--- src/design/sidta_pkg.sv ---
`timescale 1ns / 1ps

package sidta_pkg;

   localparam int NumBits    = 16;
   localparam int NumDigits  = 5;
   localparam int DigitW     = 4;
   localparam int BcdW       = NumDigits * DigitW;
   localparam int DigitIdxW  = 3;
   localparam int StepCntW   = 4;
   localparam int CharW      = 7;

   localparam logic [StepCntW-1:0] StepLast   = StepCntW'(NumBits - 1);
   localparam logic [CharW-1:0]    AsciiMinus = 7'd45;
   localparam logic [CharW-1:0]    AsciiZero  = 7'd48;

   typedef enum logic [2:0] {
      ST_IDLE,
      ST_CONVERT,
      ST_PREP,
      ST_SIGN,
      ST_DIGITS
   } state_type;

   // Commands from the controller to the datapath.
   typedef struct packed {
      logic load;
      logic shift;
      logic prep;
      logic next_digit;
      logic emit_sign;
   } ctrl_cmd_type;

   // Status from the datapath back to the controller.
   typedef struct packed {
      logic shift_done;
      logic neg;
      logic last_digit;
   } dp_status_type;

endpackage

--- src/design/sidta_dp.sv ---
`timescale 1ns / 1ps

module sidta_dp import sidta_pkg::*; (
   input  logic                 clock,
   input  logic [NumBits-1:0]   number_in,
   input  ctrl_cmd_type         cmd,
   output dp_status_type        status,
   output logic [CharW-1:0]     char_code
);

   logic [NumBits-1:0]   bin_ff,  bin_in;
   logic [BcdW-1:0]      bcd_ff,  bcd_in;
   logic                 neg_ff,  neg_in;
   logic [StepCntW-1:0]  cnt_ff,  cnt_in;
   logic [DigitIdxW-1:0] idx_ff,  idx_in;

   logic [BcdW-1:0]      bcd_adj;
   logic [DigitIdxW-1:0] lead_idx;
   logic [DigitW-1:0]    cur_digit;
   logic [DigitW-1:0]    dig;

   // Add-3 correction on every BCD digit before each shift.
   always_comb begin
      for (int i = 0; i < NumDigits; i++) begin
         dig = bcd_ff[i*DigitW +: DigitW];
         bcd_adj[i*DigitW +: DigitW] = (dig >= 4'd5) ? dig + 4'd3 : dig;
      end
   end

   // Position of the most significant nonzero digit, zero if all are zero.
   always_comb begin
      lead_idx = '0;
      for (int i = 0; i < NumDigits; i++) begin
         if (bcd_ff[i*DigitW +: DigitW] != '0) begin
            lead_idx = DigitIdxW'(i);
         end
      end
   end

   always_comb begin
      bin_in = bin_ff;
      bcd_in = bcd_ff;
      neg_in = neg_ff;
      cnt_in = cnt_ff;
      idx_in = idx_ff;
      if (cmd.load) begin
         neg_in = number_in[NumBits-1];
         bin_in = number_in[NumBits-1] ? (~number_in + 1'b1) : number_in;
         bcd_in = '0;
         cnt_in = '0;
      end else if (cmd.shift) begin
         bcd_in = {bcd_adj[BcdW-2:0], bin_ff[NumBits-1]};
         bin_in = {bin_ff[NumBits-2:0], 1'b0};
         cnt_in = cnt_ff + 1'b1;
      end else if (cmd.prep) begin
         idx_in = lead_idx;
      end else if (cmd.next_digit) begin
         idx_in = idx_ff - 1'b1;
      end
   end

   always_ff @(posedge clock) begin
      bin_ff <= bin_in;
      bcd_ff <= bcd_in;
      neg_ff <= neg_in;
      cnt_ff <= cnt_in;
      idx_ff <= idx_in;
   end

   assign cur_digit = bcd_ff[idx_ff*DigitW +: DigitW];
   assign char_code = cmd.emit_sign ? AsciiMinus : AsciiZero + {3'b000, cur_digit};

   assign status.shift_done = (cnt_ff == StepLast);
   assign status.neg        = neg_ff;
   assign status.last_digit = (idx_ff == '0);

endmodule

--- src/design/sidta_ctrl.sv ---
`timescale 1ns / 1ps

module sidta_ctrl import sidta_pkg::*; (
   input  logic          clock,
   input  logic          reset,
   input  logic          req_valid,
   output logic          req_ready,
   output logic          rsp_valid,
   input  logic          rsp_ready,
   output logic          rsp_last,
   input  dp_status_type status,
   output ctrl_cmd_type  cmd
);

   state_type state_ff, state_in;

   always_comb begin
      state_in = state_ff;
      case (state_ff)
         ST_IDLE: begin
            if (req_valid) state_in = ST_CONVERT;
         end
         ST_CONVERT: begin
            if (status.shift_done) state_in = ST_PREP;
         end
         ST_PREP: begin
            state_in = status.neg ? ST_SIGN : ST_DIGITS;
         end
         ST_SIGN: begin
            if (rsp_ready) state_in = ST_DIGITS;
         end
         ST_DIGITS: begin
            if (rsp_ready && status.last_digit) state_in = ST_IDLE;
         end
         default: begin
            state_in = ST_IDLE;
         end
      endcase
   end

   always_comb begin
      cmd       = '0;
      req_ready = 1'b0;
      rsp_valid = 1'b0;
      rsp_last  = 1'b0;
      case (state_ff)
         ST_IDLE: begin
            req_ready = 1'b1;
            cmd.load  = req_valid;
         end
         ST_CONVERT: begin
            cmd.shift = 1'b1;
         end
         ST_PREP: begin
            cmd.prep = 1'b1;
         end
         ST_SIGN: begin
            rsp_valid     = 1'b1;
            cmd.emit_sign = 1'b1;
         end
         ST_DIGITS: begin
            rsp_valid      = 1'b1;
            rsp_last       = status.last_digit;
            cmd.next_digit = rsp_ready && !status.last_digit;
         end
         default: begin
            cmd = '0;
         end
      endcase
   end

   always_ff @(posedge clock) begin
      if (reset) begin
         state_ff <= ST_IDLE;
      end else begin
         state_ff <= state_in;
      end
   end

endmodule

--- src/design/signed_int_to_decimal_ascii.sv ---
`timescale 1ns / 1ps

// Signed 16-bit integer to decimal ASCII text.
// One item on the req_ stream carries a two's complement number. The block
// answers with one rsp_ item per character, most significant first: a minus
// sign when the number is negative, then the digits without leading zeros.
// Zero gives the single character '0', and -32768 gives "-32768". The last
// character of each number is marked by rsp_tlast.
// The number is converted to BCD by a shift-and-add-3 loop, one bit per
// cycle, in the ST_CONVERT state; the ST_PREP state then finds the leading
// digit. After that the characters are offered, and one character can leave
// per cycle while the receiver holds rsp_tready high.
// Only one number is worked on at a time; req_tready is high only while
// the block is idle. When the receiver holds rsp_tready low, the current
// character and its tlast stay on the port until taken.
// Reset is synchronous and active high; it returns the controller to idle
// and drops any number in progress.

module signed_int_to_decimal_ascii import sidta_pkg::*; (
   input  logic        clock,
   input  logic        reset,
   input  logic        req_tvalid,
   output logic        req_tready,
   input  logic [15:0] req_tdata,   // [15:0] number_in
   output logic        rsp_tvalid,
   input  logic        rsp_tready,
   output logic [7:0]  rsp_tdata,   // [6:0] char_code, [7] zero
   output logic        rsp_tlast    // last_char
);

   ctrl_cmd_type     cmd;
   dp_status_type    status;
   logic [CharW-1:0] char_code;

   sidta_ctrl u_ctrl (
      .clock     (clock),
      .reset     (reset),
      .req_valid (req_tvalid),
      .req_ready (req_tready),
      .rsp_valid (rsp_tvalid),
      .rsp_ready (rsp_tready),
      .rsp_last  (rsp_tlast),
      .status    (status),
      .cmd       (cmd)
   );

   sidta_dp u_dp (
      .clock     (clock),
      .number_in (req_tdata),
      .cmd       (cmd),
      .status    (status),
      .char_code (char_code)
   );

   // The character code sits in the low seven bits, padded to a byte.
   assign rsp_tdata = {1'b0, char_code};

endmodule
--- config.mk ---
export PLATFORM = sky130hd
export DESIGN_NAME = signed_int_to_decimal_ascii
export DESIGN_NICKNAME = d
export VERILOG_FILES = /design/src/design/sidta_pkg.sv /design/src/design/sidta_dp.sv /design/src/design/sidta_ctrl.sv /design/src/design/signed_int_to_decimal_ascii.sv
export SDC_FILE = /design/constraint.sdc
export NUM_CORES = 1
export LEC_CHECK = 0
export BUFFER_PORTS_ARGS = -buffer_cell sky130_fd_sc_hd__buf_2
export CAP_MARGIN = 20
export CORE_MARGIN = 4
export CORE_UTILIZATION = 33
export CTS_CLUSTER_DIAMETER = 120
export DETAILED_ROUTE_END_ITERATION = 12
export PLACE_DENSITY = 0.55
export SYNTH_ARGS = -nofsm -noshare
export SYNTH_HDL_FRONTEND = slang
export SYNTH_SLANG_ARGS = --single-unit
--- constraint.sdc ---
create_clock -name clock -period 3.9 [get_ports clock]
set_input_delay 0.585 -clock clock [delete_from_list [all_inputs] [get_ports clock]]
set_output_delay 0.585 -clock clock [all_outputs]
set_load 0.005 [all_outputs]
==> reports/metrics.yaml <==
routing:
  dr.first_iter.drc_count: 101
  drc: 0
  wl_per_cell_um: 12.9
  drt_pass1_iterations: 4
  vias: 2277
  routed_via_density: 4.98
  wl_mm: 5.92
  drtAntennaViolNets: 0
timing:
  fin_skew_ns: 0.00614
  layout_min_cycle_time_ns: 2.39
  max_freq_mhz: 419
  fin_ws_ns: 1.51
  fin_tns_setup_ns: 0
  tightest_slew_ns: 0.636
  slew_violations: 0
  rsz0062_at_grt: "false"
  setup_viol: 0
  max_slew_margin: 0.575
  fin_crit_sh: 0.612
  hold_viol: 0
status:
  status: "finished, final reports clean"
logic_synthesis:
  synth_warnings: 0
  synth_area_leaders: "edfxtp_1 21%, dfxtp_1 19%, o21ai_0 6.3%, ha_1 6.1%, nand2_1 5.4%"
  synth_top_family_by_area: "simple AND/OR/NAND/NOR gates"
  ys.flop_type: "dfxtp_1"
  synthCells: 331
  synth-xor-area-share: 0.0706
  postSynthAreaPerCell_um2: 8.63
  yosysTopAreaCellShare: 0.210
  synth_fa_ha_area_frac: 0.0613
  synthTopCellsByCount: "41 x nand2_1, 36 x o21ai_0, 29 x a21oi_1"
  synthMuxAreaShare: 0.0386
  synthDistinctLibCells: 41
  syn_area_um2: 2860
  synthArstFlopShare: 0
  synth_simple_gate_area_frac: 0.207
  synth_edf_count: 20
  yosysSeqAreaShare: 0.400
  synth_compound_area_frac: 0.168
  synth_seq_cells: 47
  yosysMostFrequentCell: "nand2_1"
  synth_top_area_cell: "edfxtp_1"
cells_and_area:
  nets: 385
  drive_above_1_share: 0.136
  final_util: 0.380
  stdcell_count: 457
  syn_to_final_growth_pct: 10.4
  diodes: 0
floorplanning:
  die_y_um: 101
  die_w_um: 101
  start_util: 0.344
  io_pins: 31
  floorplan.die_area_um2: 10200
  design.core.area_um2: 8300
  num_rows: 33
hold_path:
  hold_class: "primary input to flop"
critical_path:
  cpLargestDelayFamily: "multiplexers"
  crit_chain: "mux4_2 > o21ai_0 > and2_1 > buf_2"
  r2r_setup_slack_ns: 1.71
  cp-start-kind: "flop"
  arrival_ns: 1.80
  max_stage_delay_ns: 0.56
  path_buf_inv: 1
  crit_path_end_kind: "output port"
  crit_slowest_cell: "mux4_2"
  crit_fanout: 7
  cp.required_ns: 3.31
  crit_type: "flop to output port"
clock_network:
  clk_pin_slew_ns: 0.10
  cts_resized: 0
  cts_tree: "yes"
  post_cts_buffers: 0
  numCtsBuffers: 5
  htreeDepth: 2
  worstSkewPairLatency_ns: 0.30
  root_buffer: "clkbuf_8"
  cts_buffer_depth: 2
  clkSinkCount: 47
  holdBufCountCts: 0
pwr:
  leakagePower_nw: 1.20
  vdd_drop_max_mv: 0.192
  cellPowerDensity_nw_per_um2: 332
grt:
  grt_antenna_before_repair: 0
  track_usage: 0.123
  grt_max_degree: 38
  grt_pass1_wl_mm: 10.2
  grt_pass1_vias: 2120
  grt-ovfl-total: 0
placement:
  port_buffers: 27
  hpwl_mm: 4.30
  place_inst: 449
  place_ws_ns: 1.67
  gp_congestion: 0.768
run:
  maxCapViolations: 0
==> placed cells by master (no fill, tap or decap), drive strengths merged, types with 2 or more instances in the layout <==
| cell type | count |
|---|---|
| a21oi | 29 |
| buf | 30 |
| clkbuf | 5 |
| conb | 3 |
| dfxtp | 27 |
| edfxtp | 20 |
| ha | 14 |
| inv | 19 |
| mux2i | 2 |
| mux4 | 4 |
| nand2 | 41 |
| nand2b | 9 |
| nand3 | 23 |
| nand4 | 2 |
| nor2 | 26 |
| nor2b | 4 |
| nor3 | 3 |
| nor3b | 5 |
| o211ai | 3 |
| o21ai | 42 |
| o31ai | 5 |
| o41ai | 2 |
| xnor2 | 7 |
| xor2 | 16 |
==> through the flow <==
| stage | power (mW) | area [um2] | hold WS, ns |
|---|---|---|---|
| 2_1_floorplan | 0.692 | 2860 | 0.418 |
| 3_5_place_dp | 0.740 | 3060 | 0.442 |
| 4_1_cts | 1.06 | 3150 | 0.461 |
| 6_report | 1.05 | 3150 | 0.468 |
| 5_1_grt | 1.11 | 3150 | 0.467 |
| 3_3_place_gp | 0.736 | 3060 | 0.421 |
==> worst reg2reg max path: stages (launching register included) <==
cell     delay, ns
dfxtp_1       0.55
nor3_1        0.13
nand2_1       0.24
buf_4         0.40
nand2_1       0.49
==> area by class of cell <==
class,instances,area [um2]
clock inverters,3,26.3
fillers,848,5150
clock buffers,5,68.8
flip-flops and latches,47,1140
repair buffers,30,158
multi-input cells,251,1570
inverters,16,60.1
well taps,105,131
==> where the power goes <==
part	internal [mW]	total, mW	leakage (nW)	switching (mW)
clock network	0.134	0.320	0.0495	0.187
registers	0.560	0.580	0.416	0.0203
logic	0.0554	0.147	0.737	0.0912
==> layer usage <==
layer | wire length, um | track usage
met1 | 2950 | 0.172
met2 | 2670 | 0.194
met3 | 201 | 0.0194
met4 | 95 | 0.0399
met5 | 0 | 0
==> kinds of logic after synthesis <==
group                    after synthesis
AND/OR/NAND/NOR                      119
AO/OA/AOI/OAI                         86
flip-flops                            47
buffers and inverters                 34
XOR/XNOR                              23
adder cells (fa/ha/maj)               14
multiplexers                           6
other                                  2
==> sequential cells by signal (all words and copies together), names as in the netlist <==
name and count:
u_dp.idx_ff 3, u_dp.neg_ff 1, u_dp.cnt_ff 4, u_ctrl.state_ff 3, u_dp.bin_ff 16, u_dp.bcd_ff 20
==> path summary, 6_finish.rpt <==
path	cells after the start	to	start
max	4	rsp_tdata[1]	u_dp.idx_ff[0]
min	2	u_ctrl.state_ff[2]	reset
max reg2reg	4	u_dp.bin_ff[3]	u_ctrl.state_ff[2]
min reg2reg	2	u_dp.bcd_ff[0]	u_dp.bin_ff[15]
Power figures use the tool's default switching activity.
